`src/rtl/tsfb_pkg.sv`:
```
// Package for the tempo system-exclusive frame builder.
// Holds frame constants, the header table and the CRC-8 byte function; no dependencies.
`default_nettype none
package tsfb_pkg;
  localparam int unsigned HdrLen   = 13;
  localparam int unsigned FrameLen = 38;
  localparam logic [7:0]  SoxByte  = 8'hF0;
  localparam logic [7:0]  EoxByte  = 8'hF7;
  localparam logic [7:0]  CrcPoly  = 8'h07;

  typedef logic [5:0] idx_t;

  function automatic logic [7:0] hdr_byte(input logic [3:0] i);
    logic [7:0] b;
    case (i)
      4'd0:    b = 8'h01;
      4'd2:    b = 8'h0E;
      4'd3:    b = 8'h11;
      4'd4:    b = 8'h48;
      4'd5:    b = 8'h07;
      4'd9:    b = 8'h01;
      default: b = 8'h00;
    endcase
    return b;
  endfunction

  function automatic logic [7:0] crc8_byte(input logic [7:0] crc, input logic [7:0] b);
    logic [7:0] c;
    c = crc ^ b;
    for (int k = 0; k < 8; k++) begin
      c = c[7] ? ((c << 1) ^ CrcPoly) : (c << 1);
    end
    return c;
  endfunction
endpackage
`default_nettype wire

```
`src/rtl/tempo_sysex_frame_builder_top.sv`:
```
// Top level of the tempo system-exclusive frame builder.
// Depends on tsfb_pkg for constants, the header table and the CRC function.
//
// Use: drive tempo_ms_i and raise start_i while busy_o is low; the item is
// taken at that clock edge. On the next cycle the 38 frame bytes begin to
// appear on frame_byte_o, one per cycle, each marked by valid_o for one cycle,
// with last_o high on the closing 0xF7 byte.
// An item occupies the block while the byte counter walks the frame.
// busy_o is low during the last byte, so the next item may be accepted then
// and its frame follows without a gap.
// On acceptance the tempo is converted to its single-precision pattern and
// the payload CRC is formed; the constant header's CRC is folded in by the
// same logic but reduces to a constant at synthesis, leaving four byte steps.
// Reset clears the counter and the strobe; the receiver cannot stall, so
// every byte is taken in the cycle it is shown.
`default_nettype none
module tempo_sysex_frame_builder_top
  import tsfb_pkg::*;
(
  input  wire logic       clk_i,
  input  wire logic       rst_ni,
  input  wire logic       start_i,
  output logic            busy_o,
  input  wire logic [9:0] tempo_ms_i,
  output logic            valid_o,
  output logic [7:0]      frame_byte_o,
  output logic            last_o
);
  logic        active_q;
  idx_t        idx_q, idx_d;
  logic [31:0] bits_q, bits_d;
  logic [7:0]  crc_q, crc_d;
  logic        accept;
  logic [3:0]  msb;
  logic [7:0]  pay;
  logic [4:0]  pidx;

  assign busy_o = active_q && (idx_q != idx_t'(FrameLen - 1));
  assign accept = start_i && !busy_o;

  // Integer to single precision: exact, as every 10-bit value fits the mantissa.
  always_comb begin
    logic [22:0] man;
    logic [31:0] b;
    logic [7:0]  c;
    msb = '0;
    for (int k = 0; k < 10; k++) begin
      if (tempo_ms_i[k]) msb = 4'(k);
    end
    man = {tempo_ms_i, 13'd0} << (4'd10 - msb);
    b = (tempo_ms_i == '0) ? 32'd0 : {1'b0, 8'd127 + {4'd0, msb}, man};
    bits_d = b;
    c = 8'd0;
    for (int i = 0; i < HdrLen; i++) c = crc8_byte(c, hdr_byte(4'(i)));
    for (int i = 0; i < 4; i++) c = crc8_byte(c, b[8*i +: 8]);
    crc_d = c;
  end

  assign idx_d = accept ? '0 : idx_q + 6'd1;

  always_ff @(posedge clk_i or negedge rst_ni) begin
    if (!rst_ni) begin
      active_q <= 1'b0;
      idx_q    <= '0;
    end else begin
      if (accept) active_q <= 1'b1;
      else if (active_q && idx_q == idx_t'(FrameLen - 1)) active_q <= 1'b0;
      if (accept || active_q) idx_q <= idx_d;
    end
  end

  always_ff @(posedge clk_i) begin
    if (accept) begin
      bits_q <= bits_d;
      crc_q  <= crc_d;
    end
  end

  // Bytes 3 to 36 are payload nibbles; payload byte index is (idx-3)/2.
  // The float bytes sit at payload indices 13 to 16, so the byte lane is the
  // index minus one, taken modulo four.
  always_comb begin
    logic [5:0] off;
    logic [1:0] bsel;
    off  = idx_q - 6'd3;
    pidx = off[5:1];
    bsel = pidx[1:0] - 2'd1;
    if (pidx < 5'(HdrLen)) pay = hdr_byte(pidx[3:0]);
    else                   pay = bits_q[{bsel, 3'b000} +: 8];
    if (idx_q == '0)                            frame_byte_o = SoxByte;
    else if (idx_q == 6'd1)                     frame_byte_o = {4'd0, crc_q[7:4]};
    else if (idx_q == 6'd2)                     frame_byte_o = {4'd0, crc_q[3:0]};
    else if (idx_q == idx_t'(FrameLen - 1))     frame_byte_o = EoxByte;
    else if (!off[0])                           frame_byte_o = {4'd0, pay[7:4]};
    else                                        frame_byte_o = {4'd0, pay[3:0]};
  end

  assign valid_o = active_q;
  assign last_o  = active_q && (idx_q == idx_t'(FrameLen - 1));
endmodule
`default_nettype wire

```
`config.mk`:
```
export PLATFORM = sky130hd
export DESIGN_NAME = tempo_sysex_frame_builder_top
export DESIGN_NICKNAME = d
export VERILOG_FILES = /design/src/rtl/tsfb_pkg.sv /design/src/rtl/tempo_sysex_frame_builder_top.sv
export SDC_FILE = /design/constraint.sdc
export NUM_CORES = 1
export LEC_CHECK = 0
export ABC_AREA = 0
export BUFFER_PORTS_ARGS = -buffer_cell sky130_fd_sc_hd__buf_4
export CAP_MARGIN = 20
export CORE_ASPECT_RATIO = 1.2
export CORE_MARGIN = 8
export CORE_UTILIZATION = 45
export CTS_BUF_LIST = sky130_fd_sc_hd__clkbuf_4 sky130_fd_sc_hd__clkbuf_8
export DETAILED_ROUTE_END_ITERATION = 7
export SLEW_MARGIN = 30
export SYNTH_ARGS = -nofsm -noshare
export SYNTH_HDL_FRONTEND = slang
export SYNTH_SLANG_ARGS = --single-unit
```
`constraint.sdc`:
```
create_clock -name clk_i -period 6.4 [get_ports clk_i]
set_input_delay 0.96 -clock clk_i [delete_from_list [all_inputs] [get_ports clk_i]]
set_output_delay 0.96 -clock clk_i [all_outputs]
set_load 0.02 [all_outputs]
```
==> flow_metrics.tcl, run 1 <==
set metrics [dict create \
    outcome "completed" \
    busiest_layer "met2" \
    postCtsHoldBufs 0 \
    clockPowerShare_pct 9.6 \
    setup_violations 0 \
    postSynth.asyncResetShare_pct 21.9 \
    worstSetupPathType "input port to flop" \
    dieArea_um2 9810 \
    hp-class "input port to asynchronous set/reset pin" \
    synth-edff-count 25 \
    initial_utilization_pct 45.8 \
    grt_usage_pct 15.7 \
    cts_max_path_buffers 2 \
    tns_ns 0 \
    cts.sink_count 32 \
    fp.dieW_um 91.8 \
    max-cap-violations 0 \
    totalWireLength_um 7250 \
    critPathLaunchType "input port" \
    power.internal_uw 795 \
    min_period_ns 4.86 \
    cts-root-buf "clkbuf_8" \
    power_density_nw_per_um2 432 \
    ys_types 75 \
    p_seq_share_pct 22.9 \
    peakVddDrop_uv 237 \
    use_met3_pct 2.45 \
    grt_antenna_before_repair 0 \
    htreeDepth 2 \
    use_met1_pct 16.3 \
    post-route-period-util_pct 75.9 \
    synth_area_um2 3100 \
    switchingPower_uw 661 \
    hold_viol 0 \
    insertedDiodeCount 0 \
    wl_per_cell_um 16.4 \
    rsz0062_at_grt "false" \
    crit_required_ns 6.42 \
    synth.avg_cell_area_um2 9.01 \
    cp_data_arrival_time_ns 4.88 \
    via_count 2536 \
    place.gp.congestion 0.867 \
    drive_gt1_share_pct 14.3 \
    grt_max_degree 27 \
    skew_ns 0.00426 \
    synth_nets 368 \
    drc 0 \
    drtAntennaViolNets 0 \
    pin_count 24 \
    use_met2_pct 29.0 \
    yosysWarnings 0 \
    grt_pass1_vias 2640 \
    crit_fanout 21 \
    portBuffers 23 \
    combPwrFrac_pct 67.5 \
    row_count 33 \
    cts_tree "yes" \
    grt_overflow 0 \
    fillers 679 \
    vias_per_cell 5.72 \
    dp_hpwl_um 5830 \
    mostFrequentLayoutCells "nor2_1 (40), xnor2_1 (26), edfxtp_1 (25)" \
    die_h_um 107 \
    mostFrequentLayoutCell "nor2_1" \
    cts_setup_buffers 0 \
    clock_latency_ns 0.28 \
    synth_seq_area_share_pct 29.9 \
    swShare_pct 45.4 \
    drtIter0Drc 88 \
    maxSlewHeadroom_pct 48.7 \
    clock.fmax_mhz 206 \
    cts_buffers 5 \
    hold_ws_ns 0.479 \
    syn_to_final_growth_pct 8.76 \
    worstMarginPinSlew_ns 0.763 \
    p_leak_uw 0.00131 \
    cts.clk_slew.worst_paths_ns 0.06 \
    cp-end-kind "flop" \
    synthFlopType "edfxtp_1" \
    synth_cells 344 \
    coreArea_um2 6770 \
    slew_viol_final 0 \
    grt_first_pass_wirelength_um 12600 \
    synth_seq_cells 32 \
    final_nets 380 \
    ctsResizeCount 0 \
    dr.pass1.iters 4 \
    dp_slack_ns 1.25 \
    setup_slack_ns 1.54 \
]
metrics by stage:
stage	total power, uW	utilization, %	std cells	cell area, um^2
after global routing	1590	49.8	443	3370
after floorplan	1110	-	344	3100
final	1460	49.8	443	3370
after global placement	1320	48.7	436	3300
after detailed placement	1330	48.7	436	3300
after CTS	1470	49.8	443	3370
power groups by stage:
stage          logic [uW]  registers (uW)  clock network, uW
5_1_grt              1100             340                151
2_1_floorplan         802             304                  0
6_report              983             333                139
3_3_place_gp          979             338                  0
4_1_cts               996             333                141
3_5_place_dp          991             338                  0
final timing paths:
kind	startpoint	end	slack [ns]	cells past startpoint
setup / recovery	tempo_ms_i[9]	crc_q[5]	1.54	12
hold / removal	rst_ni	idx_q[2]	0.48	1
setup reg to reg	idx_q[0]	crc_q[4]	3.86	5
hold reg to reg	idx_q[5]	idx_q[5]	0.63	2
max in group asynchronous	rst_ni	idx_q[5]	5.80	1
min in group clk_i	idx_q[5]	idx_q[5]	0.63	2
cells by family after synthesis:
kind of cell	Yosys count	share of synthesized area [%]
and+or+nand+nor	123	20.3
muxes	11	4.00
adders and majority gates	11	4.44
buffers and inverters	34	4.92
DFF	32	29.9
xor gates and xnor gates	42	14.0
AOI/OAI and AO/OA	91	22.5
state kept, by name, indices dropped and copies added (netlist names):
signal,count
bits_q,17
crc_q,8
idx_q,6
valid_o,1
layout make-up:
class | instances | area (um^2) | area share [%]
multi-input combinational | 278 | 2020 | 60.0
inverter | 15 | 56.3 | 1.67
tap | 87 | 109 | 3.23
clock buffer | 5 | 68.8 | 2.04
timing repair buffer | 24 | 180 | 5.34
sequential | 32 | 926 | 27.5
clock inverter | 2 | 7.51 | 0.223
Yosys cell counts (3+ instances only):
cell type,number,share of area [%]
or3_1,3,0.61
o211ai_1,6,1.5
a21o_1,5,1.2
nor2b_1,6,1.2
a22oi_1,3,0.73
inv_1,13,1.6
nor2_1,41,5.0
o21a_1,3,0.73
nand4_1,6,1.2
ha_1,11,4.4
a21oi_1,12,1.9
edfxtp_1,25,24
nand2b_1,4,0.81
o221ai_1,3,0.85
buf_4,4,0.97
clkbuf_1,10,1.2
nand2_1,24,2.9
nor3b_1,5,1.2
mux2i_1,9,2.9
and2_1,3,0.61
xnor2_2,4,2.1
o21ai_1,3,0.48
a31oi_1,4,0.81
and3_1,3,0.61
xnor2_1,26,7.3
nor3_1,5,0.81
o21ai_0,12,1.9
dfrtp_1,7,5.6
xor2_1,10,2.8
a211oi_1,5,1.2
a21boi_0,3,0.73
nand3_1,10,1.6
o31ai_1,5,1.2
worst max-delay path, stage by stage:
cell and delay (ns):
buf_4 0.13, or2_1 0.28, o21ai_1 0.57, nand2_1 0.15, ha_1 0.71, clkinv_1 0.42
o31ai_1 0.50, xnor2_1 0.22, mux2_2 0.38, a2bb2oi_2 0.19, xnor2_2 0.24, xnor2_1 0.12
routing by layer:
layer / part of all wire [%] / up-vias
li1: - / 1287
met1: 41 / 1186
met2: 53 / 44
met3: 1.9 / 19
met4: 4.3 / 0
met5: 0 / -
Power figures use the tool's default switching activity.
==> run 2, diff against run 1 <==
--- a/config.mk
+++ b/config.mk
@@ -5,7 +5,7 @@
 export SDC_FILE = /design/constraint.sdc
 export NUM_CORES = 1
 export LEC_CHECK = 0
-export ABC_AREA = 0
+export ABC_AREA = 1
 export BUFFER_PORTS_ARGS = -buffer_cell sky130_fd_sc_hd__buf_4
 export CAP_MARGIN = 20
 export CORE_ASPECT_RATIO = 1.2
==> constraint.sdc (replaced) <==
create_clock -name clk_i -period 4.5 [get_ports clk_i]
set_input_delay 0.675 -clock clk_i [delete_from_list [all_inputs] [get_ports clk_i]]
set_output_delay 0.675 -clock clk_i [all_outputs]
set_load 0.02 [all_outputs]
==> run 2 against run 1 <==
Compared with the run above: critical path depth is 15 higher; clock skew grew 0.0040 ns; count of clock-buffer cells in the layout grew 1; critical path type unchanged.
==> flow_metrics.tcl, run 2 <==
set metrics [dict create \
    insertedDiodeCount 0 \
    cts.clk_slew.worst_paths_ns 0.07 \
    slowest_stage "ha_1" \
    grt_overflow 0 \
    worstSetupPathType "input port to flop" \
    finalPower_uw 2170 \
    hp-class "input port to asynchronous set/reset pin" \
    max-cap-violations 0 \
    setup_violations 0 \
    critPathLaunchType "input port" \
    cp-end-kind "flop" \
    cts_setup_buffers 0 \
    grt_first_pass_wirelength_um 13900 \
    r2r-end "idx_q[2]" \
    synth_seq_area_share_pct 29.2 \
    hold_viol 0 \
    portBuffers 23 \
    synth_cells 480 \
    outcome "completed" \
    grt_max_degree 30 \
    htreeDepth 2 \
    cts.sink_count 32 \
    cp_data_arrival_time_ns 3.78 \
    crit_required_ns 4.54 \
    place.gp.congestion 0.887 \
    post-synth-top-count-cell "nand2_1" \
    synth-edff-count 25 \
    ys_types 39 \
    clock_latency_ns 0.28 \
    fp.dieW_um 92.7 \
    rr_startpoint "idx_q[1]" \
    fillers 713 \
    largest_reg_flops 17 \
    synth.top_cells.by_count "nand2_1 (133), nand3_1 (83), inv_1 (62)" \
    cts-root-buf "clkbuf_8" \
    grt_usage_pct 17.1 \
    numPlacedInstances 584 \
    rrSetupSlack_ns 2.66 \
    crit_top_cell "nand2_1" \
    synthFlopType "edfxtp_1" \
    mostFrequentLayoutCell "nand2_1" \
    vias_per_cell 5.21 \
    coreArea_um2 6850 \
    final_nets 528 \
    row_count 33 \
    rsz0062_at_grt "false" \
    synth_area_leaders "edfxtp_1 (24%), nand2_1 (16%), nand3_1 (13%), inv_1 (7.3%), dfrtp_1 (5.5%)" \
    slowest_delay_ns 0.61 \
    power_density_nw_per_um2 612 \
    top_regs "bits_q (17), crc_q (8), idx_q (6)" \
    synth_nets 504 \
    syn_to_final_growth_pct 11.5 \
    yosysWarnings 0 \
    dr.pass1.iters 4 \
    drtIter0Drc 160 \
    postSynth.asyncResetShare_pct 21.9 \
    min_period_ns 3.75 \
    top_register "bits_q" \
    grt_antenna_before_repair 0 \
    synth_seq_cells 32 \
    crit_fanout 15 \
    cts_tree "yes" \
    initial_utilization_pct 46.3 \
    drtAntennaViolNets 0 \
    totalWireLength_um 8110 \
    grt_pass1_vias 2980 \
    clock.fmax_mhz 267 \
    wl_per_cell_um 13.7 \
    skew_ns 0.00829 \
    via_count 3083 \
    synth.avg_cell_area_um2 6.62 \
    dieArea_um2 10000 \
    drc 0 \
    synth_top_cell_area_share_pct 23.6 \
    synth.largest_area_cell "edfxtp_1" \
    final_cell_count_no_fill 592 \
    post-route-period-util_pct 83.3 \
    cts_buffers 5 \
    synth_area_um2 3180 \
    peakVddDrop_uv 444 \
    dp_hpwl_um 6730 \
    pin_count 24 \
    slew_viol_final 0 \
    p_leak_uw 0.00183 \
    tns_ns 0 \
    maxSlewHeadroom_pct 50.1 \
    ctsResizeCount 0 \
    cts_max_path_buffers 2 \
    die_h_um 108 \
    postCtsHoldBufs 0 \
    worstMarginPinSlew_ns 0.743 \
    ff2ff_path_depth 9 \
    drive_gt1_share_pct 14.9 \
    mostFrequentLayoutCells "nand2_1 (133), nand3_1 (83), inv_1 (62)" \
]
## run 2: cell types whose count changed in the layout (fill, tap and decap cells not counted), sizes merged, moves of 6 or more
cell	change
mux2i	-7
nand2	+128
inv	+56
o21ai	+6
a211oi	-6
nor2b	-6
xnor2	-28
nand3	+77
## run 2: per-layer routing
metal / track usage (%) / up-vias / wire length [um]
met5: 0 / - / 0
met4: 8.30 / 0 / 233
met3: 2.29 / 16 / 293
met2: 31.4 / 63 / 4170
met1: 18.9 / 1377 / 3410
li1: - / 1627 / -
## run 2: final cells by class
| class | instances | area, um^2 | share of cell area, % |
|---|---|---|---|
| Timing Repair Buffer | 27 | 203 | 5.73 |
| Sequential cell | 32 | 926 | 26.2 |
| Clock buffer | 6 | 76.3 | 2.16 |
| Multi-Input combinational cell | 368 | 1930 | 54.5 |
| Inverter | 70 | 263 | 7.42 |
| Clock inverter | 2 | 35.0 | 0.990 |
| Tap cell | 87 | 109 | 3.08 |
## run 2: cell families (layout without fill, tap and decap cells)
group,count (synthesis),in the layout,synth area share [%]
xor+xnor,10,10,3.35
mux,2,2,0.630
flops,32,32,29.2
buf+inv,80,105,10.2
simple gates,297,297,43.8
compound gates,48,48,8.55
fa+ha+maj,11,11,4.33
## run 2: worst max-delay path: cells and delay by family
family / cells / cell delay, ns
buffers and inverters: 4 / 0.54
and+or+nand+nor: 22 / 1.94
adders and majority gates: 1 / 0.61
## run 2: metrics by stage
step / util, % / hold WS (ns) / worst slack [ns] / instance area [um^2]
2_1_floorplan: - / 0.379 / 1.07 / 3180
3_3_place_gp: 50.0 / 0.494 / 0.542 / 3430
3_5_place_dp: 50.0 / 0.495 / 0.484 / 3430
4_1_cts: 51.6 / 0.183 / 0.727 / 3540
5_1_grt: 51.6 / 0.182 / 0.319 / 3540
6_report: 51.6 / 0.188 / 0.752 / 3540
## run 2: worst max-delay path by stage
stage,start,end,slack (ns),cells past startpoint
finish,tempo_ms_i[3],crc_q[3],0.75,27
global route,tempo_ms_i[3],crc_q[3],0.32,25
CTS,idx_q[0],frame_byte_o[1],0.73,10
detailed placement,tempo_ms_i[3],crc_q[3],0.48,27
global placement,tempo_ms_i[3],crc_q[4],0.54,25
floorplan,tempo_ms_i[3],crc_q[3],1.07,27
## run 2: report_power, final
group / internal, uW / leakage, uW / switching [uW]
Combinational: 515 / 0.00147 / 951
Clock: 170 / 0.0000586 / 100
Sequential: 387 / 0.000305 / 42.8
